===== src/rtl/mma_pkg.sv =====
// Shared types, constants and helpers for the Mahalanobis mode assignment core.
`timescale 1ns / 1ps
package mma_pkg;

   // Sizing
   localparam int MAX_MODES = 8;
   localparam int MAX_DIM   = 8;
   localparam int MODE_W    = (MAX_MODES > 1) ? $clog2(MAX_MODES) : 1;
   localparam int DIM_W     = (MAX_DIM > 1) ? $clog2(MAX_DIM) : 1;

   // Datapath widths
   localparam int DATA_W  = 16;              // Q8.8 / Q4.12 storage
   localparam int DIFF_W  = DATA_W + 1;      // coordinate minus mean
   localparam int PROD_W  = DATA_W + DIFF_W; // factor times difference
   localparam int ACC_W   = PROD_W + DIM_W;  // row sum of products
   localparam int ABS_W   = 31;              // saturated row magnitude
   localparam int SQ_W    = 2 * ABS_W - 16;  // square truncated to Q30.16
   localparam int SUM_W   = SQ_W + DIM_W;
   localparam int HALF_W  = 47;              // saturated half distance
   localparam int SCORE_W = 48;
   localparam int TGT_W   = 32;
   localparam int BETA_W  = 16;
   localparam int BPROD_W = BETA_W + HALF_W;

   // Request commands
   typedef enum logic [1:0] {
      CMD_MEAN   = 2'd0,
      CMD_FACTOR = 2'd1,
      CMD_TARGET = 2'd2,
      CMD_POINT  = 2'd3
   } cmd_type;

   // Register indexes
   typedef enum logic [1:0] {
      CSR_BETA  = 2'd0,
      CSR_MODES = 2'd1,
      CSR_DIM   = 2'd2
   } csr_index_type;

   typedef enum logic {
      SEQ_IDLE,
      SEQ_RUN
   } seq_state_type;

   // Position tags that travel with each product through the pipeline
   typedef struct packed {
      logic [MODE_W-1:0] mode;
      logic              first_col;
      logic              last_col;
      logic              first_row;
      logic              last_row;
      logic              last_mode;
   } step_flags_type;

   function automatic logic signed [DATA_W-1:0] sat16(input logic signed [31:0] v);
      if (v > 32'sd32767) begin
         return 16'sh7fff;
      end else if (v < -32'sd32768) begin
         return 16'sh8000;
      end
      return v[DATA_W-1:0];
   endfunction

   function automatic logic signed [SCORE_W-1:0] sat_score(input logic signed [63:0] v);
      logic signed [63:0] hi;
      logic signed [63:0] lo;
      hi = 64'sh0000_7fff_ffff_ffff;
      lo = -64'sh0000_8000_0000_0000;
      if (v > hi) begin
         return hi[SCORE_W-1:0];
      end else if (v < lo) begin
         return lo[SCORE_W-1:0];
      end
      return v[SCORE_W-1:0];
   endfunction

endpackage


===== src/rtl/mma_select.sv =====
// Target memory, tempered scoring and running argmax over modes.
`timescale 1ns / 1ps
module mma_select (
   input  logic                               clock,
   input  logic                               reset,
   input  logic                               target_we,
   input  logic [mma_pkg::MODE_W-1:0]         target_addr,
   input  logic signed [mma_pkg::TGT_W-1:0]   target_data,
   input  logic [mma_pkg::BETA_W-1:0]         beta,
   input  logic                               half_valid,
   input  mma_pkg::step_flags_type            half_flags,
   input  logic [mma_pkg::HALF_W-1:0]         half,
   output logic                               res_valid,
   output logic [3:0]                         res_mode_tempered,
   output logic [3:0]                         res_mode_untempered,
   output logic signed [mma_pkg::TGT_W-1:0]   res_target,
   output logic signed [mma_pkg::SCORE_W-1:0] res_score
);
   import mma_pkg::*;

   logic signed [TGT_W-1:0]   target_mem [MAX_MODES];
   logic signed [TGT_W-1:0]   tgt_a_ff, tgt_b_ff;
   logic [HALF_W-1:0]         half_a_ff;
   logic                      va_ff, vb_ff;
   step_flags_type            fa_ff, fb_ff;
   logic [BPROD_W-1:0]        bprod_ff;
   logic signed [SCORE_W-1:0] su_in, su_ff, st;
   logic [63:0]               bh;
   logic                      take_t, take_u;

   logic [MODE_W-1:0]         best_t_mode_ff, best_u_mode_ff;
   logic signed [SCORE_W-1:0] best_t_score_ff, best_u_score_ff;
   logic signed [TGT_W-1:0]   best_t_tgt_ff;

   // Target memory
   always_ff @(posedge clock) begin
      if (target_we) begin
         target_mem[target_addr] <= target_data;
      end
      tgt_a_ff <= target_mem[half_flags.mode];
   end

   always_ff @(posedge clock) begin
      if (reset) begin
         va_ff <= 1'b0;
         vb_ff <= 1'b0;
      end else begin
         va_ff <= half_valid;
         vb_ff <= va_ff;
      end
   end

   // Stage A: half distance lines up with the target read
   always_ff @(posedge clock) begin
      half_a_ff <= half;
      fa_ff     <= half_flags;
   end

   // Stage B: untempered score and beta product
   assign su_in = sat_score(64'(tgt_a_ff) - $signed(64'(half_a_ff)));

   always_ff @(posedge clock) begin
      if (va_ff) begin
         bprod_ff <= BPROD_W'(beta) * BPROD_W'(half_a_ff);
         su_ff    <= su_in;
         tgt_b_ff <= tgt_a_ff;
         fb_ff    <= fa_ff;
      end
   end

   // Stage C: tempered score and compare, ties keep the lower mode
   always_comb begin
      bh     = (64'(bprod_ff) + 64'd8192) >> 14;
      st     = sat_score(64'(tgt_b_ff) - $signed(bh));
      take_t = (fb_ff.mode == '0) || (st > best_t_score_ff);
      take_u = (fb_ff.mode == '0) || (su_ff > best_u_score_ff);
   end

   always_ff @(posedge clock) begin
      if (vb_ff) begin
         if (take_t) begin
            best_t_mode_ff  <= fb_ff.mode;
            best_t_score_ff <= st;
            best_t_tgt_ff   <= tgt_b_ff;
         end
         if (take_u) begin
            best_u_mode_ff  <= fb_ff.mode;
            best_u_score_ff <= su_ff;
         end
      end
   end

   // Widen before adding one so mode 8 does not wrap
   assign res_valid           = vb_ff && fb_ff.last_mode;
   assign res_mode_tempered   = take_t ? (4'(fb_ff.mode) + 4'd1) : (4'(best_t_mode_ff) + 4'd1);
   assign res_mode_untempered = take_u ? (4'(fb_ff.mode) + 4'd1) : (4'(best_u_mode_ff) + 4'd1);
   assign res_target          = take_t ? tgt_b_ff : best_t_tgt_ff;
   assign res_score           = take_t ? st : best_t_score_ff;

endmodule

===== config.mk =====
export PLATFORM = sky130hd
export DESIGN_NAME = mma_select
export DESIGN_NICKNAME = d
export VERILOG_FILES = /design/src/rtl/mma_pkg.sv /design/src/rtl/mma_select.sv
export SDC_FILE = /design/constraint.sdc
export NUM_CORES = 2
export LEC_CHECK = 0
export BUFFER_PORTS_ARGS = -buffer_cell sky130_fd_sc_hd__buf_2
export CAP_MARGIN = 40
export CORE_UTILIZATION = 60
export CTS_CLUSTER_SIZE = 10
export DETAILED_ROUTE_END_ITERATION = 10
export HOLD_SLACK_MARGIN = 0.05
export PLACE_DENSITY = 0.76
export RECOVER_POWER = 50
export SLEW_MARGIN = 20
export SYNTH_ARGS = -nofsm -noshare
export SYNTH_HDL_FRONTEND = slang
export SYNTH_SLANG_ARGS = --single-unit

===== constraint.sdc =====
create_clock -name clock -period 17.2 [get_ports clock]
set_clock_uncertainty 0.15 [all_clocks]
set_input_delay 1.72 -clock clock [delete_from_list [all_inputs] [get_ports clock]]
set_output_delay 1.72 -clock clock [all_outputs]
set_load 0.02 [all_outputs]

==> impl_metrics.tcl <==
set metrics [dict create \
    slew_headroom_pct -113 \
    antenna_found_initial 2 \
    rows 108 \
    dr.pass1.iters 8 \
    synth_adder_area_share_pct 31.7 \
    vias_per_cell 5.94 \
    synth_nets 6100 \
    ant_nets 0 \
    core_area_um2 87000 \
    antenna_cells 0 \
    avgSynthCellArea_um2 10.5 \
    die_w_um 299 \
    synth_top_area_cell "edfxtp_1" \
    synth-seq-cells 609 \
    synthCells 5029 \
    rsz0062_at_grt "false" \
    finalHoldViolCount 0 \
    synth_top_family_by_area "adder cells" \
    pin_count 199 \
    synthTopCellsByCount "nand2_1 (798), inv_1 (766), fa_1 (629), edfxtp_1 (524), ha_1 (332)" \
    htreeDepth 3 \
    timing.final.crit_share_pct 72.4 \
    async_reset_ff_share_pct 0 \
    yosys.area_share.xor_xnor_pct 3.28 \
    yosysWarningCount 0 \
    critPathBufInv 5 \
    crit_path_top_delay_cell "nand2_1" \
    cp_top_family "simple AND/OR/NAND/NOR gates" \
    tns_ps 0 \
    drv_slew 196 \
    clockBufferDepth 3 \
    grt_usage_pct 31.5 \
    start_util_pct 60.8 \
    start_kind "flop" \
    setup_viol 0 \
    synth.area.mux_share_pct 3.55 \
    syn2layout_area_growth_pct 8.78 \
    die_area_um2 89400 \
    synth_top_area_share_pct 29.7 \
    clock-sinks 609 \
    cts_resized 0 \
    clk_pin_slew_ps 50 \
    grt_pass1_vias 38200 \
    synth-compound-area-share_pct 9.10 \
    synthFlopType "edfxtp_1" \
    routabilityCongestion 0.976 \
    yosysSeqAreaShare_pct 33.0 \
    layout-drive-gt1-share_pct 8.99 \
    port_buffers 194 \
    clk_latency_ps 660 \
    layout.nets 6202 \
    cts_tree "yes" \
    tightest_slew_ps 3190 \
    yosys.area_share.simple_pct 12.2 \
    drt_iter0_drc 3197 \
    fmax_mhz 80.3 \
    synth_edf_count 524 \
    hpwlAfterDp_um 99600 \
    syn_area_um2 52900 \
    crit_fanout 58 \
    drt_wl_total_um 138000 \
    synth_area_leaders "edfxtp_1 (30%), fa_1 (24%), ha_1 (7.9%)" \
    route.detailed.drc 0 \
    yosysUniqueCellTypes 84 \
    die_y_um 299 \
    status "finished with violations" \
    fin_crit_ps 12460 \
    setup.worst_path.end_class "output pin" \
    maxCapViolations 4 \
    vias 37700 \
    cts_setup_buffers 0 \
    yosysMostFrequentCell "nand2_1" \
    violations "capacitance limit, slew limit" \
    grt_pass1_wl_um 215000 \
    min_path_type "flop to flop" \
    holdBufCountCts 0 \
    worstSetupPathType "flop to output pin" \
    crit_required_ps 15330 \
    grt-ovfl-total 0 \
    crit_arrival_ps 10590 \
    numCtsBuffers 75 \
    grt_max_degree 88 \
    slowest_delay_ps 720 \
    wl_per_cell_um 21.7 \
    cts_root_buf "clkbuf_16" \
]
[worst register-to-register path: cells and delay by family (launching register included)]
family | cells | cell delay (ps)
buffers and inverters | 4 | 1310
flip-flops | 1 | 420
XOR/XNOR | 2 | 590
AO/OA/AOI/OAI | 11 | 2520
adder cells (fa/ha/maj) | 2 | 740
AND/OR/NAND/NOR | 16 | 4120
[per-layer routing]
layer  part of all wire (%)  routed length [um]  global-route usage (%)
met1                     41               55900                    42.8
met2                     48               65500                    51.2
met3                    8.1               11200                    5.08
met4                    3.8                5280                    11.7
met5                  0.017                  24                       0
[layout make-up]
class,instances,area (um2)
Clock buffer,122,2090
Clock inverter,16,269
Fill cell,6748,29500
Inverter,767,2880
Multi-Input combinational cell,3403,31700
Sequential cell,609,17400
Tap cell,1155,1450
Timing Repair Buffer,275,1730
[layout by cell type (no fill, tap or decap), types with 10 or more instances in the layout]
master	synthesis	layout
fa_1	629	629
edfxtp_1	524	524
o21bai_1	31	31
a21oi_1	238	238
o31ai_1	10	10
o21ai_0	139	139
xor2_1	105	105
clkbuf_1	211	84
a31oi_1	15	15
o211a_1	23	23
clkbuf_16	0	75
nor2_1	129	123
and3_1	23	23
ha_1	332	332
o211ai_1	28	28
dfxtp_1	85	85
a21o_1	111	111
o21a_1	21	20
nor2b_1	27	26
xnor2_1	91	91
nand2b_1	27	27
inv_1	766	766
buf_2	26	159
o311ai_1	15	15
buf_4	1	46
mux4_2	64	64
nand4_1	61	61
nand3_1	62	62
mux2_2	34	34
buf_8	0	21
nor3_1	32	30
or3_1	11	11
nand2_1	798	797
and2_1	207	207
[path summary, 6_finish.rpt]
check / from / endpoint / slack, ps / cells after the start
max: bprod_ff[23] / res_score[43] / 4740 / 36
min reg2reg: fa_ff[6] / fb_ff[6] / 250 / 0
max reg2reg: bprod_ff[23] / best_t_score_ff[43] / 7090 / 35
min: fa_ff[6] / fb_ff[6] / 250 / 0
[stage by stage]
stage | worst slack (ps) | utilization (%) | cells | hold WS, ps | area, um2
after CTS | 4760 | 66.1 | 6334 | 255 | 57500
after global routing | 4080 | 66.1 | 6347 | 258 | 57500
final | 4740 | 66.1 | 6347 | 252 | 57500
after detailed placement | 5510 | 63.3 | 6196 | 243 | 55100
after floorplan | 8170 | - | 5029 | 236 | 52900
after global placement | 5590 | 63.0 | 6177 | 236 | 54800
[registers in the layout, summed over array words and instances, names as in the netlist, 32 cells and up]
| register | count |
|---|---|
| best_t_tgt_ff | 32 |
| half_a_ff | 47 |
| su_ff | 48 |
| target_mem | 256 |
| best_t_score_ff | 48 |
| tgt_b_ff | 32 |
| bprod_ff | 50 |
| tgt_a_ff | 32 |
| best_u_score_ff | 48 |
[cells by family after synthesis]
family,count (synthesis)
compound gates,734
xor+xnor,197
fa+ha+maj,961
buf+inv,1017
flops,609
mux,103
simple gates,1408
Power is left out: the tool's default activity adds up to more than one toggle a clock period on the data nets, which glitch-free logic cannot reach.
