==> src/rtl/mma_pkg.sv <==
// Shared types, constants and helpers for the Mahalanobis mode assignment core.
`timescale 1ns / 1ps
package mma_pkg;

   // Sizing
   localparam int MAX_MODES = 8;
   localparam int MAX_DIM   = 8;
   localparam int MODE_W    = (MAX_MODES > 1) ? $clog2(MAX_MODES) : 1;
   localparam int DIM_W     = (MAX_DIM > 1) ? $clog2(MAX_DIM) : 1;

   // Datapath widths
   localparam int DATA_W  = 16;              // Q8.8 / Q4.12 storage
   localparam int DIFF_W  = DATA_W + 1;      // coordinate minus mean
   localparam int PROD_W  = DATA_W + DIFF_W; // factor times difference
   localparam int ACC_W   = PROD_W + DIM_W;  // row sum of products
   localparam int ABS_W   = 31;              // saturated row magnitude
   localparam int SQ_W    = 2 * ABS_W - 16;  // square truncated to Q30.16
   localparam int SUM_W   = SQ_W + DIM_W;
   localparam int HALF_W  = 47;              // saturated half distance
   localparam int SCORE_W = 48;
   localparam int TGT_W   = 32;
   localparam int BETA_W  = 16;
   localparam int BPROD_W = BETA_W + HALF_W;

   // Request commands
   typedef enum logic [1:0] {
      CMD_MEAN   = 2'd0,
      CMD_FACTOR = 2'd1,
      CMD_TARGET = 2'd2,
      CMD_POINT  = 2'd3
   } cmd_type;

   // Register indexes
   typedef enum logic [1:0] {
      CSR_BETA  = 2'd0,
      CSR_MODES = 2'd1,
      CSR_DIM   = 2'd2
   } csr_index_type;

   typedef enum logic {
      SEQ_IDLE,
      SEQ_RUN
   } seq_state_type;

   // Position tags that travel with each product through the pipeline
   typedef struct packed {
      logic [MODE_W-1:0] mode;
      logic              first_col;
      logic              last_col;
      logic              first_row;
      logic              last_row;
      logic              last_mode;
   } step_flags_type;

   function automatic logic signed [DATA_W-1:0] sat16(input logic signed [31:0] v);
      if (v > 32'sd32767) begin
         return 16'sh7fff;
      end else if (v < -32'sd32768) begin
         return 16'sh8000;
      end
      return v[DATA_W-1:0];
   endfunction

   function automatic logic signed [SCORE_W-1:0] sat_score(input logic signed [63:0] v);
      logic signed [63:0] hi;
      logic signed [63:0] lo;
      hi = 64'sh0000_7fff_ffff_ffff;
      lo = -64'sh0000_8000_0000_0000;
      if (v > hi) begin
         return hi[SCORE_W-1:0];
      end else if (v < lo) begin
         return lo[SCORE_W-1:0];
      end
      return v[SCORE_W-1:0];
   endfunction

endpackage

==> src/rtl/mma_distance.sv <==
// Shared multiply-accumulate pipeline forming each mode's half squared distance.
`timescale 1ns / 1ps
module mma_distance (
   input  logic                              clock,
   input  logic                              reset,
   input  logic                              issue_valid,
   input  mma_pkg::step_flags_type           issue_flags,
   input  logic signed [mma_pkg::DATA_W-1:0] mean_rd,
   input  logic signed [mma_pkg::DATA_W-1:0] factor_rd,
   input  logic signed [mma_pkg::DATA_W-1:0] point_rd,
   output logic                              half_valid,
   output mma_pkg::step_flags_type           half_flags,
   output logic [mma_pkg::HALF_W-1:0]        half
);
   import mma_pkg::*;

   localparam logic signed [ACC_W:0] ROW_HI = (ACC_W + 1)'(64'sd2147483647);
   localparam logic signed [ACC_W:0] ROW_LO = -ROW_HI;
   localparam logic [SUM_W-1:0]      HALF_MAX = SUM_W'({HALF_W{1'b1}});

   logic                      v1_ff, v2_ff, v3_ff, v4_ff, v5_ff;
   step_flags_type            f1_ff, f2_ff, f3_ff, f4_ff, f5_ff;
   logic signed [PROD_W-1:0]  factor_ext, diff_ext, prod_in, prod_ff;
   logic signed [DIFF_W-1:0]  diff;
   logic signed [ACC_W-1:0]   acc_ff, acc_in;
   logic signed [ACC_W:0]     rounded, row_val;
   logic [ABS_W-1:0]          abs_ff, abs_in;
   logic [2*ABS_W-1:0]        square;
   logic [SQ_W-1:0]           sq_ff;
   logic [SUM_W-1:0]          sum_ff, sum_in, halved;

   // Valid and tag pipeline (memory read, product, accumulate, abs, square)
   always_ff @(posedge clock) begin
      if (reset) begin
         v1_ff <= 1'b0;
         v2_ff <= 1'b0;
         v3_ff <= 1'b0;
         v4_ff <= 1'b0;
         v5_ff <= 1'b0;
      end else begin
         v1_ff <= issue_valid;
         v2_ff <= v1_ff;
         v3_ff <= v2_ff && f2_ff.last_col;
         v4_ff <= v3_ff;
         v5_ff <= v4_ff;
      end
   end

   always_ff @(posedge clock) begin
      f1_ff <= issue_flags;
      f2_ff <= f1_ff;
      f3_ff <= f2_ff;
      f4_ff <= f3_ff;
      f5_ff <= f4_ff;
   end

   // Product of factor and centered coordinate
   assign diff       = DIFF_W'(point_rd) - DIFF_W'(mean_rd);
   assign factor_ext = PROD_W'(factor_rd);
   assign diff_ext   = PROD_W'(diff);
   assign prod_in    = factor_ext * diff_ext;

   always_ff @(posedge clock) begin
      if (v1_ff) begin
         prod_ff <= prod_in;
      end
   end

   // Row accumulation
   assign acc_in = f2_ff.first_col ? ACC_W'(prod_ff) : acc_ff + ACC_W'(prod_ff);

   always_ff @(posedge clock) begin
      if (v2_ff) begin
         acc_ff <= acc_in;
      end
   end

   // Round half up to Q.16, saturate, take magnitude
   always_comb begin
      rounded = ((ACC_W + 1)'(acc_ff) + (ACC_W + 1)'(8)) >>> 4;
      if (rounded > ROW_HI) begin
         row_val = ROW_HI;
      end else if (rounded < ROW_LO) begin
         row_val = ROW_LO;
      end else begin
         row_val = rounded;
      end
      abs_in = row_val[ACC_W] ? ABS_W'(-row_val) : ABS_W'(row_val);
   end

   always_ff @(posedge clock) begin
      if (v3_ff) begin
         abs_ff <= abs_in;
      end
   end

   // Square, truncated to Q30.16
   assign square = (2 * ABS_W)'(abs_ff) * (2 * ABS_W)'(abs_ff);

   always_ff @(posedge clock) begin
      if (v4_ff) begin
         sq_ff <= square[2*ABS_W-1:16];
      end
   end

   // Sum of squares over the rows of a mode
   assign sum_in = f5_ff.first_row ? SUM_W'(sq_ff) : sum_ff + SUM_W'(sq_ff);

   always_ff @(posedge clock) begin
      if (v5_ff) begin
         sum_ff <= sum_in;
      end
   end

   logic             v6_ff;
   step_flags_type   f6_ff;

   always_ff @(posedge clock) begin
      if (reset) begin
         v6_ff <= 1'b0;
      end else begin
         v6_ff <= v5_ff && f5_ff.last_row;
      end
   end

   always_ff @(posedge clock) begin
      f6_ff <= f5_ff;
   end

   // Halve and saturate
   assign halved     = sum_ff >> 1;
   assign half       = (halved > HALF_MAX) ? {HALF_W{1'b1}} : halved[HALF_W-1:0];
   assign half_valid = v6_ff;
   assign half_flags = f6_ff;

endmodule

==> config.mk <==
export PLATFORM = sky130hd
export DESIGN_NAME = mma_distance
export DESIGN_NICKNAME = d
export VERILOG_FILES = /design/src/rtl/mma_pkg.sv /design/src/rtl/mma_distance.sv
export SDC_FILE = /design/constraint.sdc
export NUM_CORES = 2
export LEC_CHECK = 0
export BUFFER_PORTS_ARGS = -buffer_cell sky130_fd_sc_hd__buf_2
export CORE_ASPECT_RATIO = 2
export CORE_MARGIN = 2
export CORE_UTILIZATION = 25
export CTS_BUF_LIST = sky130_fd_sc_hd__clkbuf_4 sky130_fd_sc_hd__clkbuf_8
export DETAILED_ROUTE_END_ITERATION = 12
export MAX_ROUTING_LAYER = met4
export SYNTH_ARGS = -nofsm -noshare
export SYNTH_HDL_FRONTEND = slang
export SYNTH_SLANG_ARGS = --single-unit
export TNS_END_PERCENT = 20
==> constraint.sdc <==
create_clock -name clock -period 24.9 [get_ports clock]
set_input_delay 6.225 -clock clock [delete_from_list [all_inputs] [get_ports clock]]
set_output_delay 6.225 -clock clock [all_outputs]
set_load 0.05 [all_outputs]
==> key figures <==
Clocking
  • Post-cts sizing count: 0
  • Clock root cell: clkbuf_8
  • Clock-pin slew on the worst setup and hold paths: 0.06 ns
  • CTS Sinks: 249
  • Clk buf depth: 3
  • H-Tree Depth: 2
  • TritonCTS buffer count: 47
  • Clock Latency Late Sink: 0.73 ns
  • Post-CTS Hold Fix Bufs: 0
  • CTS tree: built
  • Post-CTS Setup Inserts: 0

Die
  • Core area: 203000 um2
  • # rows: 234
  • # IOs: 115
  • Chip width: 323 um
  • Initial core utilization: 25.2%
  • Die Span Y: 643 um
  • Area of the die: 208000 um2

Critical path
  • Worst Path Buf+Inv: 4
  • Register-to-Register Path Depth: 28
  • Critical path data required time: 25.32 ns
  • Crit path max-delay family: adder cells
  • Max FO, Critical Path: 16
  • R2r setup slk: 15.17 ns
  • FF-to-FF End: sq_ff[45]
  • Crit path largest cell delay: 0.59 ns
  • Crit path DAT: 14.92 ns
  • Critical path class: input pin to flip-flop
  • Cell mode on critical path: fa_1
  • CP startpoint kind: input pin
  • Worst path depth: 36
  • Crit path from: mean_rd[0]
  • Critical Path End: prod_ff[29]
  • Reg2reg start: abs_ff[4]
  • CP max stage cell: fa_1
  • Crit. End Element: flip-flop

Yosys
  • Synth unique cells: 93
  • Synth Instances: 5375
  • Mux contribution to synthesized area: 0.257%
  • Largest family of logic cells by synthesized area: adder cells
  • Mapped cell area: 51000 um2
  • Top FF cell, synth: edfxtp_1
  • XOR/XNOR Fraction of Synth Area: 3.60%
  • YS warnings: 0
  • Post-synth EDFFs: 195
  • FFs w/ async S/R, synth: 0%
  • Synth Register Bits: 249
  • Post-Synth Adder-Cell Area: 51.2%
  • Synth Area in Simple Gates: 13.7%
  • Net count after synthesis: 6905
  • Post-synthesis sequential area ratio: 13.6%
  • Post-synthesis compound-gate area fraction: 7.18%
  • Avg Inst Size Synth: 9.49 um2

GRT
  • Total grt overflow: 0
  • First-pass GRT wire length: 218 mm
  • Vias in the first global route: 41194
  • Initial antenna violation count: 3
  • Largest net degree at the start of global routing: 93
  • Global-route total usage across every layer: 13.7%

STA
  • Setup TNS: 0 ns
  • Final hold vios: 0
  • RSZ-0062 raised after global routing: false
  • Final Slew Violations: 0
  • Clk_skew: 0.0700 ns
  • Relative slew slack: 33.2%
  • Period utilization: 58.2%
  • Clock period minus worst slack: 14.50 ns
  • Setup Viol. Count Final: 0
  • Tightest Pin Transition: 0.996 ns
  • Fmax: 69.0 MHz

Detailed routing
  • Vias per std cell: 4.42
  • Post-Route WL: 136 mm
  • DR pass1 iterations: 5
  • Initial DRC Count: 1549
  • Total number of vias: 36195
  • Routed len/inst: 16.6 um
  • Post-route DRC: 0
  • Final ANT Viol Nets: 0

Placement
  • GP Congestion: 0.914
  • I/O Buffers: 114
  • DP HPWL: 112 mm

Cells and area
  • Share of layout cells above drive strength 1: 6.78%
  • # fillers: 21402
  • Register area: 6940 um2
  • Fin util: 27.5%
  • Area of the multi-input gates: 38800 um2
  • Most frequent cells in the layout: 1251 x inv_1, 1029 x fa_1, 587 x nand2_1, 442 x ha_1, 266 x and2_1
  • Final nets: 6964
  • Commonest non-fill, non-tap cell in the layout: inv_1
  • Layout area overhead: 9.42%

Flow run
  • MaxCap Viol Count: 0

Min path
  • Min-Delay Path Class: flip-flop to flip-flop
  • Worst Hold Depth: 0

Run status
  • Run status: finished clean
-- flip-flops by register name, indices dropped and copies added, names as in the netlist, 8 cells and up --
| name | cells |
|---|---|
| acc_ff | 36 |
| abs_ff | 31 |
| f5_ff | 8 |
| f3_ff | 8 |
| half_flags | 8 |
| f4_ff | 8 |
| f2_ff | 8 |
| sq_ff | 46 |
| prod_ff | 33 |
| f1_ff | 8 |
| sum_ff | 49 |
-- cells in the mapped netlist (9+ instances only) --
cell / number / area, um2
nand2_1: 587 / 2200
nand2b_1: 32 / 200
o21bai_1: 16 / 120
xnor2_1: 130 / 1140
nor2_1: 215 / 807
nor2b_1: 69 / 432
dfxtp_1: 54 / 1080
xor2_1: 80 / 701
fa_1: 1029 / 20600
a21oi_1: 168 / 841
o21ai_1: 17 / 85.1
a21o_1: 79 / 593
o31ai_1: 13 / 97.6
o21a_1: 28 / 210
edfxtp_1: 195 / 5860
nor3_1: 45 / 225
or2_2: 64 / 400
a211oi_1: 14 / 105
nand3_1: 43 / 215
inv_1: 1251 / 4700
o21ai_0: 140 / 701
nand4_1: 24 / 150
ha_1: 442 / 5530
and3_1: 30 / 188
clkbuf_1: 158 / 593
a21boi_0: 9 / 67.6
or3_1: 10 / 62.6
a31oi_1: 24 / 150
and2_1: 266 / 1660
o211ai_1: 9 / 67.6
-- metal layers --
layer	up-vias	global-route usage (%)	share of wire, %
li1	16581	-	-
met1	18353	12.7	33
met2	850	26.7	57
met3	411	1.43	3.5
met4	0	7.96	6.6
met5	-	-	0
-- worst register-to-register path: cells and delay by family (launching register included) --
family	cells	cell delay, ns
and+or+nand+nor	4	1.00
xor gates and xnor gates	1	0.11
AOI/OAI and AO/OA	8	2.39
adders and majority gates	9	4.46
buffers and inverters	6	1.22
DFF	1	0.32
-- worst min-delay path by stage --
stage             start       endpoint  slack [ns]
6_report       f1_ff[1]       f2_ff[1]        0.33
5_1_grt        f5_ff[5]  half_flags[5]        0.33
4_1_cts        f1_ff[1]       f2_ff[1]        0.33
3_5_place_dp   f1_ff[1]       f2_ff[1]        0.31
3_3_place_gp   f2_ff[1]       f3_ff[1]        0.31
2_1_floorplan  f1_ff[0]       f2_ff[0]        0.31
-- kinds of logic (layout without fill, tap and decap cells) --
family,after synthesis,count (layout)
compound gates,581,581
other cells,0,7
fa+ha+maj,1471,1471
mux,12,12
flops,249,249
simple gates,1434,1434
buf+inv,1418,1515
xor+xnor,210,210
-- stage by stage --
stage	cell area (um2)	hold slack [ns]	std cells	setup WS, ns
floorplan	51000	0.310	5375	10.68
global placement	54800	0.310	8099	9.74
detailed placement	54800	0.313	8099	9.69
CTS	55800	0.327	8186	10.41
global route	55800	0.328	8190	9.75
finish	55800	0.326	8193	10.40
-- area by class of cell --
cell class / instances / area share [%]
tap: 2714 / 6.08
clock buffer: 58 / 1.35
antenna: 7 / 0.0314
sequential: 249 / 12.4
inverter: 1256 / 8.44
timing repair buffer: 172 / 1.80
clock inverter: 29 / 0.426
multi-input combinational: 3708 / 69.4
Power is left out: the tool's default activity adds up to more than one toggle a clock period on the data nets, which glitch-free logic cannot reach.
