## src/rtl/mma_pkg.sv

```systemverilog
// Shared types, constants and helpers for the Mahalanobis mode assignment core.
`timescale 1ns / 1ps
package mma_pkg;

   // Sizing
   localparam int MAX_MODES = 8;
   localparam int MAX_DIM   = 8;
   localparam int MODE_W    = (MAX_MODES > 1) ? $clog2(MAX_MODES) : 1;
   localparam int DIM_W     = (MAX_DIM > 1) ? $clog2(MAX_DIM) : 1;

   // Datapath widths
   localparam int DATA_W  = 16;              // Q8.8 / Q4.12 storage
   localparam int DIFF_W  = DATA_W + 1;      // coordinate minus mean
   localparam int PROD_W  = DATA_W + DIFF_W; // factor times difference
   localparam int ACC_W   = PROD_W + DIM_W;  // row sum of products
   localparam int ABS_W   = 31;              // saturated row magnitude
   localparam int SQ_W    = 2 * ABS_W - 16;  // square truncated to Q30.16
   localparam int SUM_W   = SQ_W + DIM_W;
   localparam int HALF_W  = 47;              // saturated half distance
   localparam int SCORE_W = 48;
   localparam int TGT_W   = 32;
   localparam int BETA_W  = 16;
   localparam int BPROD_W = BETA_W + HALF_W;

   // Request commands
   typedef enum logic [1:0] {
      CMD_MEAN   = 2'd0,
      CMD_FACTOR = 2'd1,
      CMD_TARGET = 2'd2,
      CMD_POINT  = 2'd3
   } cmd_type;

   // Register indexes
   typedef enum logic [1:0] {
      CSR_BETA  = 2'd0,
      CSR_MODES = 2'd1,
      CSR_DIM   = 2'd2
   } csr_index_type;

   typedef enum logic {
      SEQ_IDLE,
      SEQ_RUN
   } seq_state_type;

   // Position tags that travel with each product through the pipeline
   typedef struct packed {
      logic [MODE_W-1:0] mode;
      logic              first_col;
      logic              last_col;
      logic              first_row;
      logic              last_row;
      logic              last_mode;
   } step_flags_type;

   function automatic logic signed [DATA_W-1:0] sat16(input logic signed [31:0] v);
      if (v > 32'sd32767) begin
         return 16'sh7fff;
      end else if (v < -32'sd32768) begin
         return 16'sh8000;
      end
      return v[DATA_W-1:0];
   endfunction

   function automatic logic signed [SCORE_W-1:0] sat_score(input logic signed [63:0] v);
      logic signed [63:0] hi;
      logic signed [63:0] lo;
      hi = 64'sh0000_7fff_ffff_ffff;
      lo = -64'sh0000_8000_0000_0000;
      if (v > hi) begin
         return hi[SCORE_W-1:0];
      end else if (v < lo) begin
         return lo[SCORE_W-1:0];
      end
      return v[SCORE_W-1:0];
   endfunction

endpackage

```

## src/rtl/mma_sequencer.sv

```systemverilog
// Walks mode, row and column indexes, one product per cycle.
`timescale 1ns / 1ps
module mma_sequencer (
   input  logic                       clock,
   input  logic                       reset,
   input  logic                       start,
   input  logic [3:0]                 mode_count,
   input  logic [3:0]                 dimension,
   output logic                       issue_valid,
   output mma_pkg::step_flags_type    issue_flags,
   output logic [mma_pkg::DIM_W-1:0]  issue_row,
   output logic [mma_pkg::DIM_W-1:0]  issue_col
);
   import mma_pkg::*;

   seq_state_type     state_ff, state_in;
   logic [MODE_W-1:0] mode_ff, mode_in;
   logic [DIM_W-1:0]  row_ff, row_in;
   logic [DIM_W-1:0]  col_ff, col_in;
   logic [MODE_W-1:0] mode_last;
   logic [DIM_W-1:0]  dim_last;

   // Clamp the configured counts into the supported range
   always_comb begin
      if (mode_count == 4'd0) begin
         mode_last = '0;
      end else if (int'(mode_count) > MAX_MODES) begin
         mode_last = MODE_W'(MAX_MODES - 1);
      end else begin
         mode_last = MODE_W'(mode_count - 4'd1);
      end
      if (dimension == 4'd0) begin
         dim_last = '0;
      end else if (int'(dimension) > MAX_DIM) begin
         dim_last = DIM_W'(MAX_DIM - 1);
      end else begin
         dim_last = DIM_W'(dimension - 4'd1);
      end
   end

   always_ff @(posedge clock) begin
      if (reset) begin
         state_ff <= SEQ_IDLE;
         mode_ff  <= '0;
         row_ff   <= '0;
         col_ff   <= '0;
      end else begin
         state_ff <= state_in;
         mode_ff  <= mode_in;
         row_ff   <= row_in;
         col_ff   <= col_in;
      end
   end

   // Lower triangle walk: col 0..row, row 0..dim-1, mode 0..count-1
   always_comb begin
      state_in = state_ff;
      mode_in  = mode_ff;
      row_in   = row_ff;
      col_in   = col_ff;
      unique case (state_ff)
         SEQ_IDLE: begin
            if (start) begin
               state_in = SEQ_RUN;
               mode_in  = '0;
               row_in   = '0;
               col_in   = '0;
            end
         end
         SEQ_RUN: begin
            if (col_ff == row_ff) begin
               col_in = '0;
               if (row_ff == dim_last) begin
                  row_in = '0;
                  if (mode_ff == mode_last) begin
                     state_in = SEQ_IDLE;
                  end else begin
                     mode_in = mode_ff + 1'b1;
                  end
               end else begin
                  row_in = row_ff + 1'b1;
               end
            end else begin
               col_in = col_ff + 1'b1;
            end
         end
         default: state_in = SEQ_IDLE;
      endcase
   end

   assign issue_valid           = (state_ff == SEQ_RUN);
   assign issue_row             = row_ff;
   assign issue_col             = col_ff;
   assign issue_flags.mode      = mode_ff;
   assign issue_flags.first_col = (col_ff == '0);
   assign issue_flags.last_col  = (col_ff == row_ff);
   assign issue_flags.first_row = (row_ff == '0);
   assign issue_flags.last_row  = (row_ff == dim_last);
   assign issue_flags.last_mode = (mode_ff == mode_last);

endmodule

```

## config.mk

```make
export PLATFORM = sky130hd
export DESIGN_NAME = mma_sequencer
export DESIGN_NICKNAME = d
export VERILOG_FILES = /design/src/rtl/mma_pkg.sv /design/src/rtl/mma_sequencer.sv
export SDC_FILE = /design/constraint.sdc
export NUM_CORES = 1
export LEC_CHECK = 0
export BUFFER_PORTS_ARGS = -buffer_cell sky130_fd_sc_hd__buf_2
export CAP_MARGIN = 15
export CELL_PAD_IN_SITES_DETAIL_PLACEMENT = 1
export CELL_PAD_IN_SITES_GLOBAL_PLACEMENT = 1
export CORE_MARGIN = 3
export CORE_UTILIZATION = 33
export CTS_CLUSTER_SIZE = 20
export DETAILED_ROUTE_END_ITERATION = 10
export MAX_ROUTING_LAYER = met4
export PLACE_DENSITY = 0.78
export SYNTH_ARGS = -nofsm -noshare
export SYNTH_HDL_FRONTEND = slang
export SYNTH_SLANG_ARGS = --single-unit
```

## constraint.sdc

```tcl
create_clock -name clock -period 1.9 [get_ports clock]
set_clock_uncertainty 0.15 [all_clocks]
set_input_delay 0.095 -clock clock [delete_from_list [all_inputs] [get_ports clock]]
set_output_delay 0.095 -clock clock [all_outputs]
set_load 0.01 [all_outputs]
```

==> results of run 1 <==
## stage by stage
step | worst slack, ps | instances | area, um^2
floorplan | -62.2 | 111 | 961
global placement | -148 | 179 | 1220
detailed placement | -203 | 179 | 1220
CTS | 9.80 | 185 | 1330
global route | -115 | 186 | 1370
finish | -9.67 | 186 | 1370
## worst max path at each step
stage                     cells after the start         end         start
after floorplan                               7  mode_ff[2]  issue_row[2]
after global routing                          6  mode_ff[2]  issue_row[2]
final                                         6  mode_ff[2]    mode_ff[1]
after global placement                        9  mode_ff[0]  dimension[0]
after detailed placement                      9  mode_ff[0]  dimension[0]
after CTS                                     6  mode_ff[2]  issue_row[2]
## power groups by stage
stage	Sequential (mW)	Combinational [mW]	Clock, mW
floorplan	0.233	0.120	0
global placement	0.226	0.200	0
detailed placement	0.227	0.211	0
CTS	0.220	0.230	0.202
global route	0.220	0.259	0.216
finish	0.219	0.236	0.201
## cells in the mapped netlist (all sizes together)
| library cell | instances |
|---|---|
| nor4 | 2 |
| nor2 | 12 |
| inv | 13 |
| o21ai | 2 |
| nor3b | 5 |
| a32oi | 1 |
| xor2 | 4 |
| o31a | 2 |
| o32a | 1 |
| nand4b | 2 |
| a311oi | 2 |
| o32ai | 1 |
| o41ai | 1 |
| mux2 | 1 |
| dfxtp | 10 |
| nand2 | 7 |
| or3 | 2 |
| and4b | 1 |
| ha | 7 |
| a31oi | 3 |
| or4 | 1 |
| a22oi | 1 |
| clkbuf | 1 |
| nor2b | 5 |
| a211oi | 3 |
| xnor2 | 2 |
| a21oi | 2 |
| a211o | 1 |
| nand2b | 7 |
| o22ai | 2 |
| nor3 | 3 |
| maj3 | 2 |
| buf | 2 |
## sequential cells by signal (all words and copies together) (netlist names)
signal	flops
issue_row	3
mode_ff	3
issue_valid	1
issue_col	3
## timing repair
action / in CTS / in global routing
setup endpoints to repair: 4 / 8
setup buffers: 2 / 1
resized for setup: 12 / 9
pin swaps: 5 / 8
hold buffers: 0 / 0
## placed cells by master (no fill, tap or decap), types with 2 or more instances in the layout
cell,instances
buf_2,23
buf_4,18
nor2_1,12
inv_1,10
nand2b_1,7
ha_1,6
nand2_1,5
dfxtp_1,5
nor2b_1,4
nor3b_1,4
xor2_1,3
clkbuf_4,3
buf_6,3
dfxtp_2,3
inv_2,2
nor3_2,2
a211oi_2,2
o21ai_0,2
a31oi_1,2
maj3_2,2
xnor2_2,2
nand2_2,2
o22ai_1,2
o31a_1,2
or3_1,2
nand4b_1,2
a21oi_1,2
dfxtp_4,2
## cell families after synthesis
logic type / Yosys count
compound gates: 22
xor+xnor: 6
fa+ha+maj: 9
buf+inv: 16
flops: 10
mux: 1
simple gates: 47
## layout make-up
class,instances,area [um^2],share of cell area
tap,30,37.5,0.0274
timing repair buffer,44,284,0.207
inverter,13,51.3,0.0374
sequential,10,211,0.154
multi-input combinational,85,751,0.547
clock buffer,4,36.3,0.0265
## worst max-delay path, delay by kind of cell, from the launching register on
family / cells / cell delay (ps)
AOI/OAI and AO/OA: 4 / 820
DFF: 1 / 360
and+or+nand+nor: 1 / 360
buffers and inverters: 1 / 120
## per-layer routing
metal	share of wire	wire length, um
met4	0.0058	16
met3	0.045	124
met2	0.52	1440
met5	0	0
met1	0.43	1190
==> qor.yml, run 1 <==
drt:
  final_antenna_net_count: 0
  first_iter_violations: 19
  viasPerCell: 5.37
  route.detailed.drc: 0
  wl_um: 2770
  avgRoutedWirePerCell_um: 14.9
  drtPass1Iterations: 4
  vias: 999
clock_network:
  htree_levels: 1
  clockBufferDepth: 2
  cts_root_buf: "clkbuf_4"
  cts_sinks: 10
  clkTransAtPathRegs_ps: 80
  clk_latency_ps: 260
  cts_tree: "yes"
  cts_buffers: 3
pwr:
  totalPowerFinal_mw: 0.655
  leakagePower_nw: 0.627
  ir_drop_v: 0.000254
  sw_frac_of_total: 0.326
  power_frac_clock: 0.307
  p_comb_frac: 0.360
  p_switching_mw: 0.214
  power_frac_seq: 0.334
  power.density_mw_per_mm2: 478
  p_int_mw: 0.441
worst_setup_path:
  setup.worst_path.end_class: "flop"
  critPathSlowestCell: "dfxtp_4"
  max_stage_delay_ps: 360
  worstSetupPathType: "flop to flop"
  cp_max_fo: 7
  start_kind: "flop"
  reg2reg_depth: 6
  cp.required_ps: 1900
  reg2reg_slack_ps: -10
  regToRegStartpoint: "mode_ff[1]"
  crit_chain: "buf_6 > a211o_1 > a31oi_4 > a211oi_4 > o31a_1 > or3_1"
  r2r-end: "mode_ff[2]"
  arrival_ps: 1910
timing:
  period_share: 1.01
  final.setup.tns_ps: -9.67
  fin_ws_ps: -9.67
  period_minus_slack_ps: 1910
  final_max_slew_viol_count: 0
  relSlewSlack: 0.728
  fmax_mhz: 524
  hold_ws_ps: 18.4
  setup_viol: 1
  tightestPinTransition_ps: 407
  rsz0062_at_grt: "true"
  finalHoldViolCount: 0
global_routing:
  top_usage_layer: "met2"
  grt_pass1_wl_um: 4770
  grt_antenna_before_repair: 0
  grt_max_degree: 15
  grt_pass1_vias: 1063
  grt_util_all_layers: 0.185
  gr-usage-met3: 0.0334
  grt_overflow: 0
  met1_usage: 0.218
  grt_util_met2: 0.324
logic_synthesis:
  synth_area_leader_cell: "dfxtp_1"
  ys_seq_area_frac: 0.223
  synthAdderAreaFrac: 0.123
  synth_top_area_frac: 0.223
  synthCells: 111
  synth_cell_types: 39
  ys_seq_elements: 10
  synth_compound_area_frac: 0.202
  synth_area_leaders: "dfxtp_1, ha_1, inv_1"
  ys.warnings.count: 0
  synthesis.area_um2: 898
  synth_xor_area_frac: 0.0669
  muxShareOfSynthArea: 0.0125
  yosys.area_share.simple: 0.301
  synth_top_family_by_area: "simple AND/OR/NAND/NOR gates"
  avgSynthCellArea_um2: 8.09
  syn-num-nets: 129
floorplan:
  boundaryPins: 26
  initial_core_util: 0.356
  die-area_mm2: 0.00338
  core_area_mm2: 0.00252
  die_w_um: 58.2
  num_rows: 18
  fp.dieH_um: 58.2
run:
  drv_cap: 0
min_path:
  hold_class: "input pin to flop"
  hold-path-cell-count: 2
  whs_endpoint: "issue_row[0]"
  min_from: "reset"
placement:
  port_buffers: 25
  dp_hpwl_um: 2170
  globalplace.congestion: 0.833
outcome:
  status: "finished, violations left"
  violations: "setup timing"
final_layout:
  fill_cells: 313
  num_antenna_cells: 0
  layout-drive-gt1-share: 0.506
  utilization: 0.544
  syn2layout_area_growth_pct: 52.6
  fin_nets: 175
Note: power is estimated with default switching activity, not from simulation.
==> inputs of run 2 (changes only) <==
--- a/config.mk
+++ b/config.mk
@@ -5,16 +5,17 @@
 export SDC_FILE = /design/constraint.sdc
 export NUM_CORES = 1
 export LEC_CHECK = 0
+export ABC_AREA = 1
 export BUFFER_PORTS_ARGS = -buffer_cell sky130_fd_sc_hd__buf_2
 export CAP_MARGIN = 15
 export CELL_PAD_IN_SITES_DETAIL_PLACEMENT = 1
 export CELL_PAD_IN_SITES_GLOBAL_PLACEMENT = 1
 export CORE_MARGIN = 3
-export CORE_UTILIZATION = 33
+export CORE_UTILIZATION = 30
 export CTS_CLUSTER_SIZE = 20
 export DETAILED_ROUTE_END_ITERATION = 10
 export MAX_ROUTING_LAYER = met4
-export PLACE_DENSITY = 0.78
+export PLACE_DENSITY = 0.77
 export SYNTH_ARGS = -nofsm -noshare
 export SYNTH_HDL_FRONTEND = slang
 export SYNTH_SLANG_ARGS = --single-unit
==> run 2 against run 1 <==
  * The run now ends clean
  * Register-to-register slack improved by 330 ps
  * Total power fell by 14%
  * Synthesized cell count rose by 14%
  * Clock-buffer cell count shrank 1
  * Core utilization down 14 points
  * Critical endpoint is now issue_flags[1]
  * Largest cell class unchanged
==> qor.yml, run 2 <==
outcome:
  status: "finished, final reports clean"
logic_synthesis:
  synth_area_leader_cell: "dfxtp_1"
  synth_top_area_frac: 0.240  # +0.0167
  yosysMostFrequentCell: "nand2_1"
  synthesis.area_um2: 836  # -7.0%
  synth_edf_count: 0  # unchanged
  synth_cell_types: 16  # -59%
  synth_area_leaders: "dfxtp_1, nand2_1, ha_1"
  synth_common_cells: "nand2_1, inv_1, nand3_1"
  ys.flop_type: "dfxtp_1"
  avgSynthCellArea_um2: 6.58  # -19%
  ys_seq_elements: 10  # unchanged
  async_flop_share: 0  # unchanged
  ys.warnings.count: 0  # unchanged
  syn-num-nets: 145  # +12%
  synthCells: 127  # +14%
  ys_seq_area_frac: 0.240  # +0.0167
final_layout:
  fin_nets: 176  # +0.57%
  multi_input_area_um2: 538  # -28%
  syn2layout_area_growth_pct: 23.4
  fill_cells: 363  # +16%
  layout-drive-gt1-share: 0.269  # -0.237
  final_area_mm2: 0.00103  # -25%
  regArea_um2: 200  # -5.3%
  num_antenna_cells: 0  # unchanged
  mostFrequentLayoutCells: "nand2_1, buf_2, inv_1"
  layout_commonest_cell: "nand2_1"
placement:
  globalplace.congestion: 0.844  # +1.4%
  dp_hpwl_um: 1810  # -17%
  placed_area_um2: 998  # -18%
  port_buffers: 25  # unchanged
clock_network:
  htree_levels: 1  # unchanged
  post_cts_buffers: 0  # -2
  clkTransAtPathRegs_ps: 60  # -20 ps
  cts_root_buf: "clkbuf_4"
  cts_tree: "yes"
  clk_latency_ps: 260  # about the same
  cts_hold_buf: 1  # +1
  cts_buffers: 3  # unchanged
  cts_resized: 0  # -12
  cts_sinks: 10  # unchanged
  clockBufferDepth: 2  # unchanged
drt:
  vias: 879  # -12%
  drtPass1Iterations: 4  # unchanged
  final_antenna_net_count: 0  # unchanged
  viasPerCell: 4.73  # -12%
  first_iter_violations: 10  # -9
  wl_um: 2100  # -24%
  avgRoutedWirePerCell_um: 11.3  # -24%
  route.detailed.drc: 0  # unchanged
timing:
  fmax_mhz: 622  # +19%
  final_max_slew_viol_count: 0  # unchanged
  relSlewSlack: 0.824  # +0.0966
  period_share: 0.846  # -0.159
  period_minus_slack_ps: 1610  # -303 ps
  setup_viol: 0  # -1
  rsz0062_at_grt: "false"
  finalHoldViolCount: 0  # unchanged
  final.setup.tns_ps: 0  # +9.67 ps
  tightestPinTransition_ps: 263  # -145 ps
global_routing:
  met1_usage: 0.164  # -0.0540
  grt_max_degree: 8  # -7
  top_usage_layer: "met2"
  grt_pass1_wl_um: 3650  # -24%
  gr-usage-met3: 0.00658  # -0.0268
  grt_overflow: 0  # unchanged
  grt_util_met2: 0.243  # -0.0813
  grt_pass1_vias: 854  # -20%
  grt_util_all_layers: 0.140  # -0.0453
  grt_antenna_before_repair: 0  # unchanged
floorplan:
  num_rows: 18  # unchanged
  core_area_mm2: 0.00257  # +1.8%
  initial_core_util: 0.326  # -0.0306
  die_w_um: 58.8  # +1.0%
  die-area_mm2: 0.00346  # +2.1%
  fp.dieH_um: 58.8  # +1.0%
  boundaryPins: 26  # unchanged
pwr:
  p_switching_mw: 0.200  # -6.4%
  ir_drop_v: 0.000273  # +7.8%
  p_comb_frac: 0.330  # -0.030
  totalPowerFinal_mw: 0.563  # -14%
  power.density_mw_per_mm2: 546  # +14%
  p_int_mw: 0.363  # -18%
  power_frac_clock: 0.256  # -0.051
  power_frac_seq: 0.414  # +0.080
  sw_frac_of_total: 0.356  # +0.0292
  leakagePower_nw: 0.598  # -4.7%
worst_setup_path:
  crit_end: "issue_flags[1]"
  worstSetupPathType: "flop to output pin"
  setup.worst_path.end_class: "output pin"
  r2r-end: "mode_ff[0]"
  start_kind: "flop"
  cp.required_ps: 1650  # -250 ps
  cp_max_fo: 6  # -1
  reg2reg_slack_ps: 320  # +330 ps
  crit_start: "issue_row[0]"
  regToRegStartpoint: "issue_row[0]"
  arrival_ps: 1360  # -550 ps
  reg2reg_depth: 8  # +2
min_path:
  hold_class: "input pin to flop"
run:
  drv_cap: 0  # unchanged
-- run 2: cell types whose count changed in the layout (fill, tap and decap cells not counted), sizes merged, moves of 7 or more --
| cell | change |
|---|---|
| nand2 | +30 |
| buf | -19 |
| nand3 | +15 |
| inv | +13 |
| a21oi | +8 |
| nand2b | -7 |
-- run 2: logic make-up (layout without fill, tap and decap cells) --
family / after synthesis / after routing / synth area share
and+or+nand+nor: 63 / 63 / 0.379
buffers and inverters: 26 / 55 / 0.117
AOI/OAI and AO/OA: 14 / 14 / 0.0868
DFF: 10 / 10 / 0.240
adders and majority gates: 7 / 7 / 0.105
xor gates and xnor gates: 7 / 7 / 0.0734
-- run 2: final cells by class --
class | count | area share
well taps | 30 | 0.0364
multi-input cells | 91 | 0.522
inverters | 26 | 0.0947
clock buffers | 3 | 0.0218
flip-flops and latches | 10 | 0.194
repair buffers | 26 | 0.131
-- run 2: power groups by stage --
stage	combinational [mW]	clock, mW	sequential (mW)
2_1_floorplan	0.121	0	0.239
3_3_place_gp	0.179	0	0.238
3_5_place_dp	0.188	0	0.238
4_1_cts	0.190	0.147	0.233
5_1_grt	0.212	0.161	0.235
6_report	0.186	0.144	0.233
-- run 2: routing by layer --
metal	vias up	wire length, um
met4	0	50
met3	5	79
met1	401	898
met5	-	0
li1	454	-
met2	19	1070
-- run 2: metrics by stage --
step,cells,worst slack (ps),hold WS (ps),utilization
2_1_floorplan,127,401,14.1,-
3_3_place_gp,182,331,224,0.389
3_5_place_dp,182,226,223,0.389
4_1_cts,186,282,7.92,0.402
5_1_grt,186,192,41.7,0.402
6_report,186,293,7.36,0.402
-- run 2: how the worst min path moves through the flow --
| stage | start | to | slack (ps) | cells past startpoint |
|---|---|---|---|---|
| after floorplan | reset | issue_col[1] | 10 | 1 |
| after global placement | reset | issue_row[2] | 220 | 2 |
| after detailed placement | reset | issue_col[1] | 220 | 2 |
| after CTS | start | issue_col[1] | 8 | 4 |
| after global routing | start | issue_col[1] | 40 | 4 |
| final | start | issue_col[1] | 7 | 4 |
-- run 2: worst max-delay path, cell delays in order, from the launching register on --
cell     delay [ps]
dfxtp_1         470
inv_1           130
nand3_1         110
nand2_2          60
nand3_4         130
inv_1            60
buf_2           130
